## src/hdl/lts_pkg.sv

```systemverilog
// Shared types and codes for the lift target motor sequencer.
`default_nettype none
package lts_pkg;

	// Field types of one command and one result transaction.
	typedef logic [1:0] op_t;
	typedef logic [2:0] value_t;
	typedef logic [1:0] drive_t;
	typedef logic [1:0] phase_t;

	// Command operations.
	localparam op_t OP_MODE  = 2'd0;
	localparam op_t OP_EVENT = 2'd1;
	localparam op_t OP_TICK  = 2'd2;

	// Mode codes.
	localparam value_t MD_WAITING = 3'd1;
	localparam value_t MD_STATIC  = 3'd2;
	localparam value_t MD_RANDOM  = 3'd3;

	// Event codes.
	localparam value_t EV_UP      = 3'd1;
	localparam value_t EV_UPLIM   = 3'd2;
	localparam value_t EV_DOWN    = 3'd3;
	localparam value_t EV_DOWNLIM = 3'd4;
	localparam value_t EV_SHOT    = 3'd5;

	// Bridge drive codes.
	localparam drive_t DRV_OFF    = 2'd0;
	localparam drive_t DRV_FWD    = 2'd1;
	localparam drive_t DRV_REV    = 2'd2;
	localparam drive_t DRV_UNUSED = 2'd3;

	// Sequence phases.
	localparam phase_t PH_UP       = 2'd0;
	localparam phase_t PH_UPWAIT   = 2'd1;
	localparam phase_t PH_DOWN     = 2'd2;
	localparam phase_t PH_DOWNWAIT = 2'd3;

	// Configuration register indexes.
	localparam int CFG_IDX_W = 3;
	localparam int CFG_DATA_W = 16;
	localparam logic [CFG_IDX_W-1:0] CFG_RANDOM_STEP  = 3'd0;
	localparam logic [CFG_IDX_W-1:0] CFG_TICK         = 3'd1;
	localparam logic [CFG_IDX_W-1:0] CFG_SHOT_HOLD    = 3'd2;
	localparam logic [CFG_IDX_W-1:0] CFG_STATIC_PAUSE = 3'd3;
	localparam logic [CFG_IDX_W-1:0] CFG_LFSR_SEED    = 3'd4;

	// Reset values.
	localparam logic [13:0] RST_RANDOM_STEP  = 14'd500;
	localparam logic [9:0]  RST_TICK         = 10'd100;
	localparam logic [15:0] RST_SHOT_HOLD    = 16'd5000;
	localparam logic [7:0]  RST_STATIC_PAUSE = 8'd60;
	localparam logic [15:0] RST_HOLD         = 16'd1500;
	localparam logic [15:0] RST_LFSR         = 16'd1;
	localparam logic [15:0] LFSR_TAPS        = 16'hB400;

endpackage
`default_nettype wire

```

## src/hdl/lts_if.sv

```systemverilog
// Valid/ready channel interfaces for command and result transactions.
`default_nettype none
interface lts_cmd_if import lts_pkg::*; ();
	logic   valid;
	logic   ready;
	op_t    op;
	value_t value;

	modport source (output valid, output op, output value, input ready);
	modport sink   (input valid, input op, input value, output ready);
endinterface

interface lts_rsp_if import lts_pkg::*; ();
	logic   valid;
	logic   ready;
	drive_t drive;
	phase_t phase;

	modport source (output valid, output drive, output phase, input ready);
	modport sink   (input valid, input drive, input phase, output ready);
endinterface
`default_nettype wire

```

## src/hdl/lift_target_motor_sequencer.sv

```systemverilog
// Lift target motor sequencer: latches modes and events, steps the H-bridge on each tick.
// Path: a command transaction accepted into the input register passes through one
// pass of next-state logic into the result register, which holds it until taken.
// Throughput: one command per cycle; the input stage stalls only while a result waits.
// Reset (arst_n low, asynchronous): drive off, all phases up, holds 1500 ms,
// LFSR at 1, configuration at its documented defaults, both channels empty.
`default_nettype none
module lift_target_motor_sequencer import lts_pkg::*; (
	input  wire                  clk,
	input  wire                  arst_n,
	lts_cmd_if.sink              cmd,
	lts_rsp_if.source            rsp,
	input  wire                  cfg_we,
	input  wire [CFG_IDX_W-1:0]  cfg_index,
	input  wire [CFG_DATA_W-1:0] cfg_data
);

	// One Galois LFSR step, right shift.
	function automatic logic [15:0] lfsr_step(input logic [15:0] x);
		logic [15:0] y;
		y = x >> 1;
		if (x[0]) y = y ^ LFSR_TAPS;
		return y;
	endfunction

	// Remainder modulo 6 from base-4 digit folding (mod 3) and the parity bit.
	function automatic logic [2:0] mod6(input logic [15:0] x);
		logic [4:0] s;
		logic [2:0] t;
		logic [2:0] u;
		logic [1:0] r3;
		s = '0;
		for (int i = 0; i < 8; i++) s = s + 5'(x[2*i +: 2]);
		t = 3'(s[1:0]) + 3'(s[3:2]) + 3'(s[4]);
		u = 3'(t[1:0]) + 3'(t[2]);
		r3 = (u >= 3'd3) ? 2'(u - 3'd3) : u[1:0];
		return (r3[0] == x[0]) ? {1'b0, r3} : 3'({1'b0, r3} + 3'd3);
	endfunction

	// Hold time from a fresh LFSR value: (value mod 6 + 1) * step, saturated.
	function automatic logic [15:0] hold_of(input logic [15:0] x, input logic [13:0] step);
		logic [16:0] p;
		p = 17'(step) * 17'(4'(mod6(x)) + 4'd1);
		return p[16] ? 16'hFFFF : p[15:0];
	endfunction

	// Saturating add of a tick to an elapsed counter.
	function automatic logic [15:0] sat_add(input logic [15:0] a, input logic [9:0] b);
		logic [16:0] s;
		s = 17'(a) + 17'(b);
		return s[16] ? 16'hFFFF : s[15:0];
	endfunction

	// Configuration registers.
	logic [13:0] step_ms_q;
	logic [9:0]  tick_ms_q;
	logic [15:0] shot_hold_q;
	logic [7:0]  pause_ticks_q;

	// Sequencer state.
	value_t      mode_q, event_q;
	phase_t      sphase_q, rphase_q;
	logic [15:0] up_hold_q, down_hold_q, up_el_q, down_el_q, lfsr_q;
	logic [7:0]  pause_q;
	drive_t      drive_q;

	// Input stage and result register.
	logic   v_s1;
	op_t    op_s1;
	value_t value_s1;
	logic   rsp_valid_q;
	drive_t rsp_drive_q;
	phase_t rsp_phase_q;

	logic adv, step_en;
	assign adv       = !rsp_valid_q || rsp.ready;
	assign step_en   = v_s1 && adv;
	assign cmd.ready = !v_s1 || adv;
	assign rsp.valid = rsp_valid_q;
	assign rsp.drive = rsp_drive_q;
	assign rsp.phase = rsp_phase_q;

	// Next-state values.
	value_t      mode_n, event_n;
	phase_t      sphase_n, rphase_n, phase_n;
	logic [15:0] up_hold_n, down_hold_n, up_el_n, down_el_n, lfsr_n;
	logic [15:0] lfsr_a, lfsr_b, up_sum, down_sum;
	logic [7:0]  pause_n;
	drive_t      drive_n;

	assign lfsr_a   = lfsr_step(lfsr_q);
	assign lfsr_b   = lfsr_step(lfsr_a);
	assign up_sum   = sat_add(up_el_q, tick_ms_q);
	assign down_sum = sat_add(down_el_q, tick_ms_q);

	// One pass of the model step for the item in the input register.
	always_comb begin
		mode_n      = mode_q;
		event_n     = event_q;
		sphase_n    = sphase_q;
		rphase_n    = rphase_q;
		up_hold_n   = up_hold_q;
		down_hold_n = down_hold_q;
		up_el_n     = up_el_q;
		down_el_n   = down_el_q;
		lfsr_n      = lfsr_q;
		pause_n     = pause_q;
		drive_n     = drive_q;
		case (op_s1)
			OP_MODE:  mode_n = value_s1;
			OP_EVENT: event_n = value_s1;
			OP_TICK: begin
				if (pause_q != 8'd0) begin
					pause_n = pause_q - 8'd1;
				end else if (mode_q == MD_WAITING) begin
					drive_n = (event_q != EV_DOWN && event_q != EV_DOWNLIM) ? DRV_REV : DRV_OFF;
				end else if (mode_q == MD_STATIC) begin
					case (sphase_q)
						PH_UP: begin
							if (event_q != EV_UPLIM) begin
								drive_n = DRV_FWD;
							end else begin
								drive_n  = DRV_OFF;
								sphase_n = PH_UPWAIT;
							end
						end
						PH_UPWAIT: begin
							if (event_q == EV_SHOT) begin
								drive_n  = DRV_REV;
								sphase_n = PH_DOWN;
							end
						end
						PH_DOWN: begin
							if (event_q == EV_DOWNLIM) begin
								drive_n  = DRV_OFF;
								pause_n  = pause_ticks_q;
								sphase_n = PH_UP;
							end
						end
						default: ;
					endcase
				end else if (mode_q == MD_RANDOM) begin
					case (rphase_q)
						PH_UP: begin
							lfsr_n      = lfsr_b;
							up_hold_n   = hold_of(lfsr_a, step_ms_q);
							down_hold_n = hold_of(lfsr_b, step_ms_q);
							if (event_q != EV_UP && event_q != EV_UPLIM) begin
								drive_n = DRV_FWD;
							end else begin
								drive_n  = DRV_OFF;
								rphase_n = PH_UPWAIT;
							end
						end
						PH_UPWAIT: begin
							if (event_q == EV_SHOT) begin
								drive_n     = DRV_REV;
								up_el_n     = '0;
								down_hold_n = shot_hold_q;
								rphase_n    = PH_DOWN;
							end else if (up_sum > up_hold_q) begin
								drive_n  = DRV_REV;
								up_el_n  = '0;
								rphase_n = PH_DOWN;
							end else begin
								up_el_n = up_sum;
							end
						end
						PH_DOWN: begin
							if (event_q == EV_DOWNLIM) begin
								drive_n  = DRV_OFF;
								rphase_n = PH_DOWNWAIT;
							end
						end
						default: begin
							if (down_sum > down_hold_q) begin
								drive_n   = DRV_FWD;
								down_el_n = '0;
								rphase_n  = PH_UP;
							end else begin
								down_el_n = down_sum;
							end
						end
					endcase
				end
			end
			default: ;
		endcase
		if (mode_n == MD_STATIC)      phase_n = sphase_n;
		else if (mode_n == MD_RANDOM) phase_n = rphase_n;
		else                          phase_n = PH_UP;
	end

	// Input register and result register handshake.
	always_ff @(posedge clk or negedge arst_n) begin
		if (!arst_n) begin
			v_s1        <= 1'b0;
			rsp_valid_q <= 1'b0;
		end else begin
			if (cmd.valid && cmd.ready) v_s1 <= 1'b1;
			else if (adv)               v_s1 <= 1'b0;
			if (adv) rsp_valid_q <= v_s1;
		end
	end

	// Payload registers.
	always_ff @(posedge clk) begin
		if (cmd.valid && cmd.ready) begin
			op_s1    <= cmd.op;
			value_s1 <= cmd.value;
		end
		if (step_en) begin
			rsp_drive_q <= drive_n;
			rsp_phase_q <= phase_n;
		end
	end

	// Configuration writes and sequencer state update.
	always_ff @(posedge clk or negedge arst_n) begin
		if (!arst_n) begin
			step_ms_q     <= RST_RANDOM_STEP;
			tick_ms_q     <= RST_TICK;
			shot_hold_q   <= RST_SHOT_HOLD;
			pause_ticks_q <= RST_STATIC_PAUSE;
			mode_q        <= '0;
			event_q       <= '0;
			sphase_q      <= PH_UP;
			rphase_q      <= PH_UP;
			up_hold_q     <= RST_HOLD;
			down_hold_q   <= RST_HOLD;
			up_el_q       <= '0;
			down_el_q     <= '0;
			pause_q       <= '0;
			lfsr_q        <= RST_LFSR;
			drive_q       <= DRV_OFF;
		end else begin
			if (step_en) begin
				mode_q      <= mode_n;
				event_q     <= event_n;
				sphase_q    <= sphase_n;
				rphase_q    <= rphase_n;
				up_hold_q   <= up_hold_n;
				down_hold_q <= down_hold_n;
				up_el_q     <= up_el_n;
				down_el_q   <= down_el_n;
				pause_q     <= pause_n;
				lfsr_q      <= lfsr_n;
				drive_q     <= drive_n;
			end
			if (cfg_we) begin
				unique case (cfg_index)
					CFG_RANDOM_STEP:  step_ms_q     <= cfg_data[13:0];
					CFG_TICK:         tick_ms_q     <= cfg_data[9:0];
					CFG_SHOT_HOLD:    shot_hold_q   <= cfg_data;
					CFG_STATIC_PAUSE: pause_ticks_q <= cfg_data[7:0];
					CFG_LFSR_SEED:    lfsr_q        <= (cfg_data == '0) ? RST_LFSR : cfg_data;
					default: ;
				endcase
			end
		end
	end

endmodule
`default_nettype wire

```

## src/flat_wrapper.sv

```systemverilog
// flat-port wrapper written by rule: the top's interface ports become plain ports
module lift_target_motor_sequencer_flat import lts_pkg::*;
  (clk, arst_n, cfg_we, cfg_index, cfg_data, cmd_valid, cmd_op, cmd_value, cmd_ready, rsp_valid, rsp_drive, rsp_phase, rsp_ready);
  lts_cmd_if cmd_i ();
  lts_rsp_if rsp_i ();
  input  wire clk;
  input  wire arst_n;
  input  wire cfg_we;
  input  wire [CFG_IDX_W-1:0] cfg_index;
  input  wire [CFG_DATA_W-1:0] cfg_data;
  input wire logic [$bits(cmd_i.valid)-1:0] cmd_valid;
  input wire logic [$bits(cmd_i.op)-1:0] cmd_op;
  input wire logic [$bits(cmd_i.value)-1:0] cmd_value;
  output wire logic [$bits(cmd_i.ready)-1:0] cmd_ready;
  output wire logic [$bits(rsp_i.valid)-1:0] rsp_valid;
  output wire logic [$bits(rsp_i.drive)-1:0] rsp_drive;
  output wire logic [$bits(rsp_i.phase)-1:0] rsp_phase;
  input wire logic [$bits(rsp_i.ready)-1:0] rsp_ready;
  assign cmd_i.valid = cmd_valid;
  assign cmd_i.op = cmd_op;
  assign cmd_i.value = cmd_value;
  assign cmd_ready = cmd_i.ready;
  assign rsp_valid = rsp_i.valid;
  assign rsp_drive = rsp_i.drive;
  assign rsp_phase = rsp_i.phase;
  assign rsp_i.ready = rsp_ready;
  lift_target_motor_sequencer u_core (.clk(clk), .arst_n(arst_n), .cmd(cmd_i), .rsp(rsp_i), .cfg_we(cfg_we), .cfg_index(cfg_index), .cfg_data(cfg_data));
endmodule
```

## config.mk

```make
export PLATFORM = sky130hd
export DESIGN_NAME = lift_target_motor_sequencer_flat
export DESIGN_NICKNAME = d
export VERILOG_FILES = /design/src/hdl/lts_pkg.sv /design/src/hdl/lts_if.sv /design/src/hdl/lift_target_motor_sequencer.sv /design/src/flat_wrapper.sv
export SDC_FILE = /design/constraint.sdc
export NUM_CORES = 1
export LEC_CHECK = 0
export ABC_AREA = 1
export BUFFER_PORTS_ARGS = -buffer_cell sky130_fd_sc_hd__buf_2
export CAP_MARGIN = 15
export CORE_MARGIN = 5
export CORE_UTILIZATION = 55
export DETAILED_ROUTE_END_ITERATION = 8
export GPL_TIMING_DRIVEN = 0
export PLACE_DENSITY = 0.72
export SYNTH_ARGS = -nofsm -noshare
export SYNTH_HDL_FRONTEND = slang
export SYNTH_SLANG_ARGS = --single-unit
```

## constraint.sdc

```tcl
create_clock -name clk -period 10.2 [get_ports clk]
set_input_delay 0.51 -clock clk [delete_from_list [all_inputs] [get_ports clk]]
set_output_delay 0.51 -clock clk [all_outputs]
set_load 0.01 [all_outputs]
```

=== Word level (Yosys, flattened, before mapping) ===
Cells that the tools add are included.

* Register bits: 159
* Input bits: 29
* Output and inout port bits: 6
* Logic and storage cells: 186

* Bitwise operators: 6
* Equal/unequal tests: 25
* Reduce and logical (&&, ||, !) cells: 30
* Multiplexer cells: 69
* Multipliers: 2
* Magnitude comparators: 4
* $add $sub $neg: 29

{| class="wikitable"
|+ Operators with widths
! cell !! count
|-
| $mux 16 || 20
|-
| $mux 2 || 32
|-
| $add 5x2->5 || 12
|-
| $mux 8 || 5
|-
| $add 16x10->17 || 2
|-
| $mul 14x17->17 || 2
|-
| $gt 16x16->1 || 2
|-
| $pmux 16 s2 || 1
|-
| $pmux 2 s3 || 4
|-
| $reduce_and 7->1 || 3
|-
| $eq 3x2->1 const B || 6
|-
| $logic_not 16->1 || 1
|-
| $add 2x2->3 || 4
|-
| $reduce_and 2->1 || 5
|-
| $reduce_bool 2->1 || 5
|-
| $eq 3x3->1 const B || 3
|-
| $mux 3 || 3
|-
| $add 3x1->4 const B || 2
|-
| $not 3->4 || 2
|-
| $reduce_and 8->1 || 1
|-
| $reduce_bool 8->1 || 1
|-
| $sub 8x1->8 const B || 1
|-
| $add 2x1->3 || 2
|-
| $add 2x2->3 const B || 2
|-
| other kinds (20) || 44
|}

=== Longest topological paths before layout ===
Gate-level depths: netlist (run 1).

* Word-level depth: 22
* Depth in mapped cells: 41
* Gate-level depth less buffers: 40

=== Worst setup path after synthesis (run 1) ===
OpenSTA, ideal clock, no wires.

* Path kind: register to register
* Start point: reg u_core.lfsr_q[0]
* End point: reg u_core.down_hold_q[9]
* Stages on the path, launching flop included: 39
* Buffers on the path: 3
* Arrival time: 8.842 ns
* Setup time: 0.129 ns
* Period minus slack after synthesis: 8.971 ns
* Setup slack: 1.229 ns
* Required time: 10.071 ns
* Cell sequence: dfstp_2 buf_2 xnor2_1 inv_1 fa_1 inv_1 fa_1 inv_1 fa_1 ha_1 fa_1 inv_1 fa_1 fa_1 inv_1 ha_1 fa_1 xnor2_2 (+3 left out) o21ai_0 ha_1 clkbuf_1 nand2_1 fa_1 inv_1 fa_1 inv_1 fa_1 o21ai_0 a21oi_1 inv_1 a31oi_1 a21oi_1 o21ai_2 buf_4 nor2_1 o22ai_1

* Cells in the longest elaborated chain, start to end: 17
* Elaborated cells on any way between the ends: 20
* Those cells by class: add/sub: 10; mul: 1; order compare: 1; eq/ne: 1; mux: 6; bitwise: 1

{| class="wikitable"
|+ Ends and longest elaborated chain
! item !! line !! source
|-
| start: declaration || lift_target_motor_sequencer.sv:63 || <nowiki>logic [15:0] up_hold_q, down_hold_q, up_el_q, down_el_q, lfsr_q;</nowiki>
|-
| start signal: assignment || lift_target_motor_sequencer.sv:247 || <nowiki>lfsr_q <= lfsr_n;</nowiki>
|-
| start signal: assignment || lift_target_motor_sequencer.sv:256 || <nowiki>CFG_LFSR_SEED: lfsr_q <= (cfg_data == '0) ? RST_LFSR : cfg_data;</nowiki>
|-
| $mux 16 * (2 in a row) || lift_target_motor_sequencer.sv:22 || <nowiki>if (x[0]) y = y ^ LFSR_TAPS;</nowiki>
|-
| $add 5x2->5 (3 in a row) || lift_target_motor_sequencer.sv:33 || <nowiki>for (int i = 0; i < 8; i++) s = s + 5'(x[2*i +: 2]);</nowiki>
|-
| $add 5x2->5 * || lift_target_motor_sequencer.sv:33 ||
|-
| $add 2x2->3 || lift_target_motor_sequencer.sv:34 || <nowiki>t = 3'(s[1:0]) + 3'(s[3:2]) + 3'(s[4]);</nowiki>
|-
| $add 3x1->3 * || lift_target_motor_sequencer.sv:34 ||
|-
| $add 2x1->3 * || lift_target_motor_sequencer.sv:35 || <nowiki>u = 3'(t[1:0]) + 3'(t[2]);</nowiki>
|-
| $ge 3x2->1 or $sub 2x2->2 (tied branches) || lift_target_motor_sequencer.sv:36 || <nowiki>r3 = (u >= 3'd3) ? 2'(u - 3'd3) : u[1:0];</nowiki>
|-
| $mux 2 * || lift_target_motor_sequencer.sv:36 ||
|-
| $add 2x2->3 or $eq 1x1->1 (tied branches) || lift_target_motor_sequencer.sv:37 || <nowiki>return (r3[0] == x[0]) ? {1'b0, r3} : 3'({1'b0, r3} + 3'd3);</nowiki>
|-
| $mux 3 * || lift_target_motor_sequencer.sv:37 ||
|-
| $add 3x1->4 * || lift_target_motor_sequencer.sv:43 || <nowiki>p = 17'(step) * 17'(4'(mod6(x)) + 4'd1);</nowiki>
|-
| $mul 14x17->17 * || lift_target_motor_sequencer.sv:43 ||
|-
| $mux 16 * || lift_target_motor_sequencer.sv:44 || <nowiki>return p[16] ? 16'hFFFF : p[15:0];</nowiki>
|-
| $pmux 16 s2 * || lift_target_motor_sequencer.sv:143 || <nowiki>case (rphase_q)</nowiki>
|-
| end signal: assignment || lift_target_motor_sequencer.sv:243 || <nowiki>down_hold_q <= down_hold_n;</nowiki>
|-
| end: declaration || lift_target_motor_sequencer.sv:63 ||
|}

Every way passes the cells marked *; elsewhere a longest branch is shown, timed or not.
A chain may end at the register's enable or synchronous reset.

=== Worst setup path in the final report (run 1) ===
* Start point: reg u_core.lfsr_q[0]
* End point: reg u_core.down_hold_q[6]

Same word-level chain as after synthesis.

==> out/metrics.cfg, run 1 <==
[outcome]
status = finished clean

[logic_synthesis]
synth_nets = 1935
yosysTopAreaCell = dfrtp_1
synth-edff-count = 9
synth_top_cells_by_area = dfrtp_1, fa_1, ha_1
synthArstFlopShare_pct = 94.3
synthMuxAreaShare_pct = 0.307
synth_area_um2 = 13400
yosysMostFrequentCell = inv_1
yosysSeqAreaShare_pct = 30.3
yosysWarnings = 0
syn_inst = 1719
ys_types = 58
synthFlopType = dfrtp_1
ys_ff_latch = 159
synth.avg_cell_area_um2 = 7.82
synth-simple-area-share_pct = 18.3
synth-xor-area-share_pct = 3.77
synthTopCellsByCount = inv_1, nand2_1, o21ai_0
synth_top_family_by_area = adder cells
synthAdderAreaFrac_pct = 21.7
synth-compound-area-share_pct = 14.6
synth.top_cell.area_share_pct = 21.8

[clock_network]
postCtsSetupRepairBufs = 0
clk_latency_ns = 0.45
clkSlewWorstSetupHoldPaths_ns = 0.08
cts_hold_buffers = 0
cts_root_buf = clkbuf_16
cts_tree = built
cts_sinks = 159
htreeDepth = 4
cts.path.max_buffers = 2
cts_buffers = 17

[sta]
finalCritPeriodShare_pct = 95.0
finalMaxSlewViolations = 0
rsz0062_at_grt = false
fin_crit_ns = 9.69
finalSetupViolations = 0
worst_slack_ns = 0.513
fin_skew_ns = 0.0206
tightest_slew_ns = 1.09
setup_tns_ns = 0
max_clock_freq_mhz = 103
relSlewSlack_pct = 27.1
finalHoldViolCount = 0

[drt]
viasPerCell = 5.46
wl_per_cell_um = 15.4
drt_iter0_markers = 810
antenna_left = 0
firstDrtPassIters = 5
drc_errors = 0
num_vias = 11500
detail_route.wirelength_um = 32600

[critical_path]
crit_path_max_fanout = 10
criticalPathCategory = reg -> reg
timing.rr.start = u_core.lfsr_q[0]
required_ns = 10.57
worstSetupEndpointType = flop
cp-start-kind = flop
crit_path_top_delay_cell = fa_1
setup.worst_path.start = u_core.lfsr_q[0]
arrival_ns = 10.06
cp_top_family = adder cells
slowest_delay_ns = 0.57
path_buf_inv = 12

[global_route]
grt_max_degree = 92
grt_pass1_wl_um = 55200
grt_overflow_total = 0
grtUsageTotal_pct = 24.1
grt_pass1_vias = 11300
grt_antenna_before_repair = 0

[layout]
fillers = 2141
n_antenna_cell = 0
final_cells = 2111
design_area_um2 = 14700
finalNetCount = 1990
multiInputGateArea_um2 = 7920
seq_area_um2 = 4070
drive_gt1_share_pct = 9.23
area_delta_synth_final_pct = 9.70

[floorplanning]
fp.dieArea_um2 = 27700
core-area_um2 = 24200
num_rows = 57
die_y_um = 166
top_level_ports = 35
die_w_um = 166
start_util_pct = 55.6

[placed_design]
dpl_worst_slack_ns = 0.161
io_buffers = 34
dp_cells = 2079
place_area_um2 = 14100
gp_congestion = 0.880
place_hpwl_um = 26000

[worst_hold_path]
hold_class = in -> async

[flow_run]
cap_violations = 0

-- sequential cells by signal, indices dropped and copies added (netlist names) --
| signal | flops |
|---|---|
| u_core.rsp.drive | 2 |
| u_core.event_q | 3 |
| u_core.mode_q | 3 |
| u_core.up_el_q | 16 |
| u_core.down_el_q | 16 |
| u_core.v_s1 | 1 |
| u_core.down_hold_q | 16 |
| u_core.step_ms_q | 14 |
| u_core.lfsr_q | 16 |
| u_core.sphase_q | 2 |
| u_core.up_hold_q | 16 |
| u_core.rphase_q | 2 |
| u_core.pause_ticks_q | 8 |
| u_core.rsp.phase | 2 |
| u_core.rsp.valid | 1 |
| u_core.drive_q | 2 |
| u_core.value_s1 | 3 |
| u_core.shot_hold_q | 16 |
| u_core.tick_ms_q | 10 |
| u_core.op_s1 | 2 |
| u_core.pause_q | 8 |
-- cells by family after synthesis --
kind of cell,Yosys count
buffers and inverters,382
AO/OA/AOI/OAI,348
adder cells (fa/ha/maj),187
multiplexers,4
flip-flops,159
AND/OR/NAND/NOR,582
XOR/XNOR,57
-- worst register-to-register path: cells and delay by family, from the launching register on --
kind / cells / cell delay, ns
buf+inv: 12 / 1.35
simple gates: 5 / 0.37
fa+ha+maj: 14 / 5.70
compound gates: 7 / 1.08
flops: 1 / 0.52
xor+xnor: 3 / 0.61
-- path summary, 6_finish.rpt --
check	end	depth (start not counted)	slack, ns
min in group clk	u_core.value_s1[2]	1	0.23
max in group asynchronous	u_core.pause_ticks_q[3]	2	9.27
worst min register to register	u_core.shot_hold_q[4]	2	0.48
worst max-delay path	u_core.down_hold_q[6]	41	0.51
worst min-delay path	u_core.up_hold_q[15]	1	0.03
worst max register to register	u_core.down_hold_q[6]	41	0.51
-- timing repair --
| action | 4_1_cts | 5_1_grt |
|---|---|---|
| endpoints found under the hold margin | 0 | 0 |
| gates resized for setup | 0 | 21 |
| endpoints found under the setup margin | 0 | 32 |
-- final cells by class --
class                           instances  area share, %
Buffer                                 39           1.42
Multi-Input combinational cell       1178           53.7
Timing Repair Buffer                   36           1.42
Clock inverter                         15           1.49
Sequential cell                       159           27.6
Clock buffer                           17           2.89
Inverter                              343           8.75
Tap cell                              324           2.75
-- per-stage QoR --
step	hold WS [ns]	utilization, %
final	0.0272	61.0
after global routing	0.0942	61.0
after CTS	0.0662	60.8
after detailed placement	0.469	58.1
after global placement	0.462	58.0
after floorplan	0.214	-
-- cell usage in the layout, fill, tap and decap left out, drive strengths merged, types with 3 or more instances in the layout --
cell,n
mux2i,3
buf,49
a21oi,90
nand2,324
a31oi,10
o22ai,34
or2,7
nor2,153
o21bai,6
o21a,4
nor3,19
fa,76
a21boi,5
inv,350
dfstp,33
nand3,63
edfxtp,9
ha,111
clkinv,8
xor2,33
nor4,6
clkbuf,43
nand4,7
o21ai,179
xnor2,24
a21o,9
dfrtp,117
-- metal layers --
metal | share of wire, % | GRT usage [%] | vias to the layer above
li1 | - | - | 5601
met1 | 45 | 32.7 | 5551
met2 | 48 | 40.0 | 302
met3 | 5.3 | 3.83 | 62
met4 | 2.6 | 7.72 | 0
met5 | 0 | 0 | -
Power of run 1 is left out: the tool's default activity adds up to more than one toggle a clock period on the data nets, which glitch-free logic cannot reach.
==> run 2: changes to the inputs <==
ABC_AREA = not set   (was 1)
==> out/metrics.cfg, run 2 <==
[outcome]
status = finished clean

[logic_synthesis]
yosysWarnings = 0
synth.top_cell.area_share_pct = 21.1
synth_nets = 1716
ys_ff_latch = 159
ys_types = 82
yosysMostFrequentCell = inv_1
yosysTopAreaCell = dfrtp_1
synth_top_cells_by_area = dfrtp_1, fa_1, ha_1
synthTopCellsByCount = inv_1, dfrtp_1, ha_1
synth.avg_cell_area_um2 = 9.26
yosysSeqAreaShare_pct = 29.3
synth-edff-count = 9
syn_inst = 1500
synth_area_um2 = 13900
synthArstFlopShare_pct = 94.3
synthFlopType = dfrtp_1

[floorplanning]
fp.dieArea_um2 = 28500
start_util_pct = 55.5
die_w_um = 169
core-area_um2 = 25000
num_rows = 58
die_y_um = 169
top_level_ports = 35

[drt]
drc_errors = 0
detail_route.wirelength_um = 34700
viasPerCell = 5.82
antenna_left = 0
firstDrtPassIters = 5
num_vias = 11100
drt_iter0_markers = 776
wl_per_cell_um = 18.2

[global_route]
grtUsageTotal_pct = 24.8
grt_pass1_wl_um = 57100
grt_pass1_vias = 11100
grt_overflow_total = 0
grt_antenna_before_repair = 0
grt_max_degree = 89

[sta]
finalMaxSlewViolations = 0
max_clock_freq_mhz = 102
finalHoldViolCount = 0
setup_tns_ns = 0
finalCritPeriodShare_pct = 95.9
rsz0062_at_grt = true
tightest_slew_ns = 1.24
fin_crit_ns = 9.78
finalSetupViolations = 0
fin_skew_ns = 0.0119
relSlewSlack_pct = 16.9

[critical_path]
criticalPathCategory = reg -> reg
crit_top_cell = fa_1
slowest_delay_ns = 0.56
worstSetupEndpointType = flop
crit_path_max_fanout = 10
required_ns = 10.50
cp-start-kind = flop
setup.worst_path.start = u_core.lfsr_q[1]
crit_path_top_delay_cell = fa_1
timing.rr.start = u_core.lfsr_q[1]
arrival_ns = 10.08

[layout]
design_area_um2 = 15300
final_cells = 1905
most-common-layout-cells = inv_1, dfrtp_1, ha_1
final_util_pct = 61.3
finalNetCount = 1777
layout_commonest_cell = inv_1
area_delta_synth_final_pct = 10.5
drive_gt1_share_pct = 16.6

[placed_design]
place_hpwl_um = 26600
gp_congestion = 0.899
place_area_um2 = 14500
dp_cells = 1865
io_buffers = 34

[clock_network]
cts_root_buf = clkbuf_16
cts.path.max_buffers = 2
cts_hold_buffers = 0
clk_latency_ns = 0.44
cts_sinks = 159
htreeDepth = 4
cts_tree = built
clkSlewWorstSetupHoldPaths_ns = 0.07
cts_buffers = 17

[flow_run]
cap_violations = 0

[worst_hold_path]
hold_class = in -> async

[run 2: cell count changes after synthesis, moves of 51 or more]
cell | before | now
nand2_1 | 319 | 100
inv_1 | 335 | 179
and2_1 | 1 | 59
o21ai_0 | 167 | 88
nor2_1 | 146 | 82
nand3_1 | 61 | 10
mux2_2 | 1 | 55
[run 2: per-stage QoR]
step           worst slack, ns  hold WS (ns)
6_report                 0.419        0.0488
3_3_place_gp            -0.552         0.471
3_5_place_dp            -0.700         0.478
4_1_cts                 0.0158        0.0728
2_1_floorplan            0.812         0.214
5_1_grt                -0.0398        0.0977
[run 2: cells by family (layout without fill, tap and decap cells)]
group / Yosys count / after routing / synth area share [%]
AOI/OAI and AO/OA: 338 / 338 / 16.2
xor gates and xnor gates: 61 / 61 / 3.85
DFF: 159 / 159 / 29.3
muxes: 69 / 69 / 5.47
and+or+nand+nor: 448 / 448 / 17.5
buffers and inverters: 238 / 312 / 6.75
other: 0 / 1 / 0
adders and majority gates: 187 / 187 / 21.0
[run 2: what timing repair did]
| action | CTS | global route |
|---|---|---|
| resized for setup | 16 | 33 |
| setup buffers | 1 | 8 |
| pin swaps | 1 | 7 |
| setup endpoints to repair | 32 | 32 |
[run 2: metal layers]
layer	wire length [um]	up-vias	share of wire, %	track usage, %
met2	16200	322	47	40.1
met5	0	-	0	0
met4	1390	0	4.0	10.6
met1	15400	5400	44	33.4
li1	-	5282	-	-
met3	1680	83	4.8	3.55
[run 2: final timing paths]
path,to,slack [ns],cells past startpoint
max,u_core.up_hold_q[13],0.42,35
min,u_core.rsp.valid,0.05,1
max reg2reg,u_core.up_hold_q[13],0.42,35
min reg2reg,u_core.up_el_q[6],0.49,2
max in group asynchronous,u_core.down_hold_q[10],9.27,2
min in group clk,u_core.value_s1[2],0.24,1
[run 2: critical path: cells and delay by family (launching register included)]
family          cells  cell delay, ns
buf+inv             8            0.82
compound gates      5            0.84
xor+xnor            4            0.90
mux                 1            0.10
simple gates        2            0.35
fa+ha+maj          15            6.14
flops               1            0.50
[run 2: final cells by class]
cell class	count	area, um2
timing repair buffer	44	272
fill	2126	9690
multi-input combinational	1103	9060
antenna	1	2.50
inverter	179	672
tap	330	413
buffer	57	283
sequential	159	4070
clock inverter	15	153
clock buffer	17	425
Power of run 2 is left out for the same reason.
==> run 3: changes to the inputs <==
CORE_UTILIZATION = 30   (was 55)
PLACE_DENSITY = not set   (was 0.72)
==> out/metrics.cfg, run 3 (synthesis gave the netlist of run 2 again) <==
[outcome]
status = finished clean

[clock_network]
cts_hold_buffers = 0
clkSlewWorstSetupHoldPaths_ns = 0.07
cts_buffers = 17
cts_sinks = 159
cts.path.max_buffers = 2
cts_tree = built
cts_root_buf = clkbuf_16
clk_latency_ns = 0.45
htreeDepth = 4

[sta]
finalCritPeriodShare_pct = 96.1
relSlewSlack_pct = 28.3
finalMaxSlewViolations = 0
whs_ns = 0.151
max_clock_freq_mhz = 102
fin_crit_ns = 9.80
finalHoldViolCount = 0
finalSetupViolations = 0
worst_slack_ns = 0.398
fin_skew_ns = 0.0107
tightest_slew_ns = 1.07

[layout]
area_delta_synth_final_pct = 12.5
finalNetCount = 1775
final_util_pct = 34.3
n_antenna_cell = 0
layout_commonest_cell = inv_1
drive_gt1_share_pct = 16.1
fillers = 4646
most-common-layout-cells = inv_1, dfrtp_1, ha_1
design_area_um2 = 15600

[critical_path]
crit_path_top_delay_cell = fa_1
crit_path_max_fanout = 10
required_ns = 10.52
slowest_delay_ns = 0.55
arrival_ns = 10.12
criticalPathCategory = reg -> reg
worstSetupEndpointType = flop
crit_top_cell = fa_1
cp-start-kind = flop

[floorplanning]
core-area_um2 = 45600
die_y_um = 225
start_util_pct = 30.5
fp.dieArea_um2 = 50700
top_level_ports = 35
num_rows = 78
die_w_um = 225

[placed_design]
gp_congestion = 0.869
io_buffers = 34
place_area_um2 = 14800
place_hpwl_um = 28400
dpl_worst_slack_ns = -0.769

[flow_run]
cap_violations = 0

[drt]
firstDrtPassIters = 5
detail_route.wirelength_um = 36300
antenna_left = 0
drc_errors = 0
wl_per_cell_um = 16.7
viasPerCell = 5.01
drt_iter0_markers = 745
num_vias = 10900

[global_route]
grt_overflow_total = 0
grt_pass1_vias = 11100
grt_antenna_before_repair = 1
grt_max_degree = 95
grtUsageTotal_pct = 14.6
grt_pass1_wl_um = 59700

[worst_hold_path]
hold_class = in -> async

-- run 3: cell types whose count changed in the layout (fill, tap and decap cells not counted), moves of 2 or more --
| cell | change |
|---|---|
| buf_4 | -3 |
| clkinv_2 | -2 |
| clkbuf_8 | +2 |
| xnor2_1 | +2 |
| inv_6 | +2 |
| mux2i_1 | +3 |
| mux2i_2 | -3 |
-- run 3: timing repair --
item,4_1_cts,5_1_grt
pin swaps,0,4
setup endpoints to repair,32,32
setup buffers,0,7
resized for setup,14,22
cloned,0,0
endpoints found under the hold margin,0,0
-- run 3: routing by layer --
layer,GRT usage (%),up-vias,wire (um)
li1,-,5279,-
met1,19.9,5370,16800
met2,24.6,201,17400
met3,3.01,29,1720
met4,2.25,0,333
met5,0,-,0
-- run 3: final timing paths --
check	depth (start not counted)	slack, ns	start	end
max	36	0.40	u_core.lfsr_q[1]	u_core.up_hold_q[12]
min	1	0.15	arst_n	u_core.mode_q[2]
max reg2reg	36	0.40	u_core.lfsr_q[1]	u_core.up_hold_q[12]
min reg2reg	2	0.49	u_core.down_hold_q[0]	u_core.down_hold_q[0]
max in group asynchronous	2	9.17	arst_n	u_core.step_ms_q[8]
min in group clk	1	0.23	cmd_value[0]	u_core.value_s1[0]
-- run 3: layout make-up --
type / instances / area [um2] / area share, %
Timing Repair Buffer: 42 / 256 / 1.64
Tap cell: 600 / 751 / 4.80
Sequential cell: 159 / 4070 / 26.0
Clock buffer: 20 / 478 / 3.06
Multi-Input combinational cell: 1103 / 9020 / 57.7
Inverter: 179 / 672 / 4.30
Buffer: 57 / 277 / 1.77
Clock inverter: 12 / 110 / 0.705
-- run 3: worst max-delay path: cells and delay by family, from the launching register on --
| family | cells | cell delay, ns |
|---|---|---|
| buffers and inverters | 9 | 1.05 |
| DFF | 1 | 0.47 |
| and+or+nand+nor | 2 | 0.39 |
| AOI/OAI and AO/OA | 5 | 0.97 |
| muxes | 1 | 0.25 |
| xor gates and xnor gates | 5 | 0.87 |
| adders and majority gates | 14 | 5.65 |
-- run 3: metrics by stage --
stage | TNS, ns | cells
after floorplan | 0 | 1500
after global placement | -14.03 | 2134
after detailed placement | -16.90 | 2135
after CTS | 0 | 2166
after global routing | -0.0155 | 2172
final | 0 | 2172
Power of run 3 is left out for the same reason.
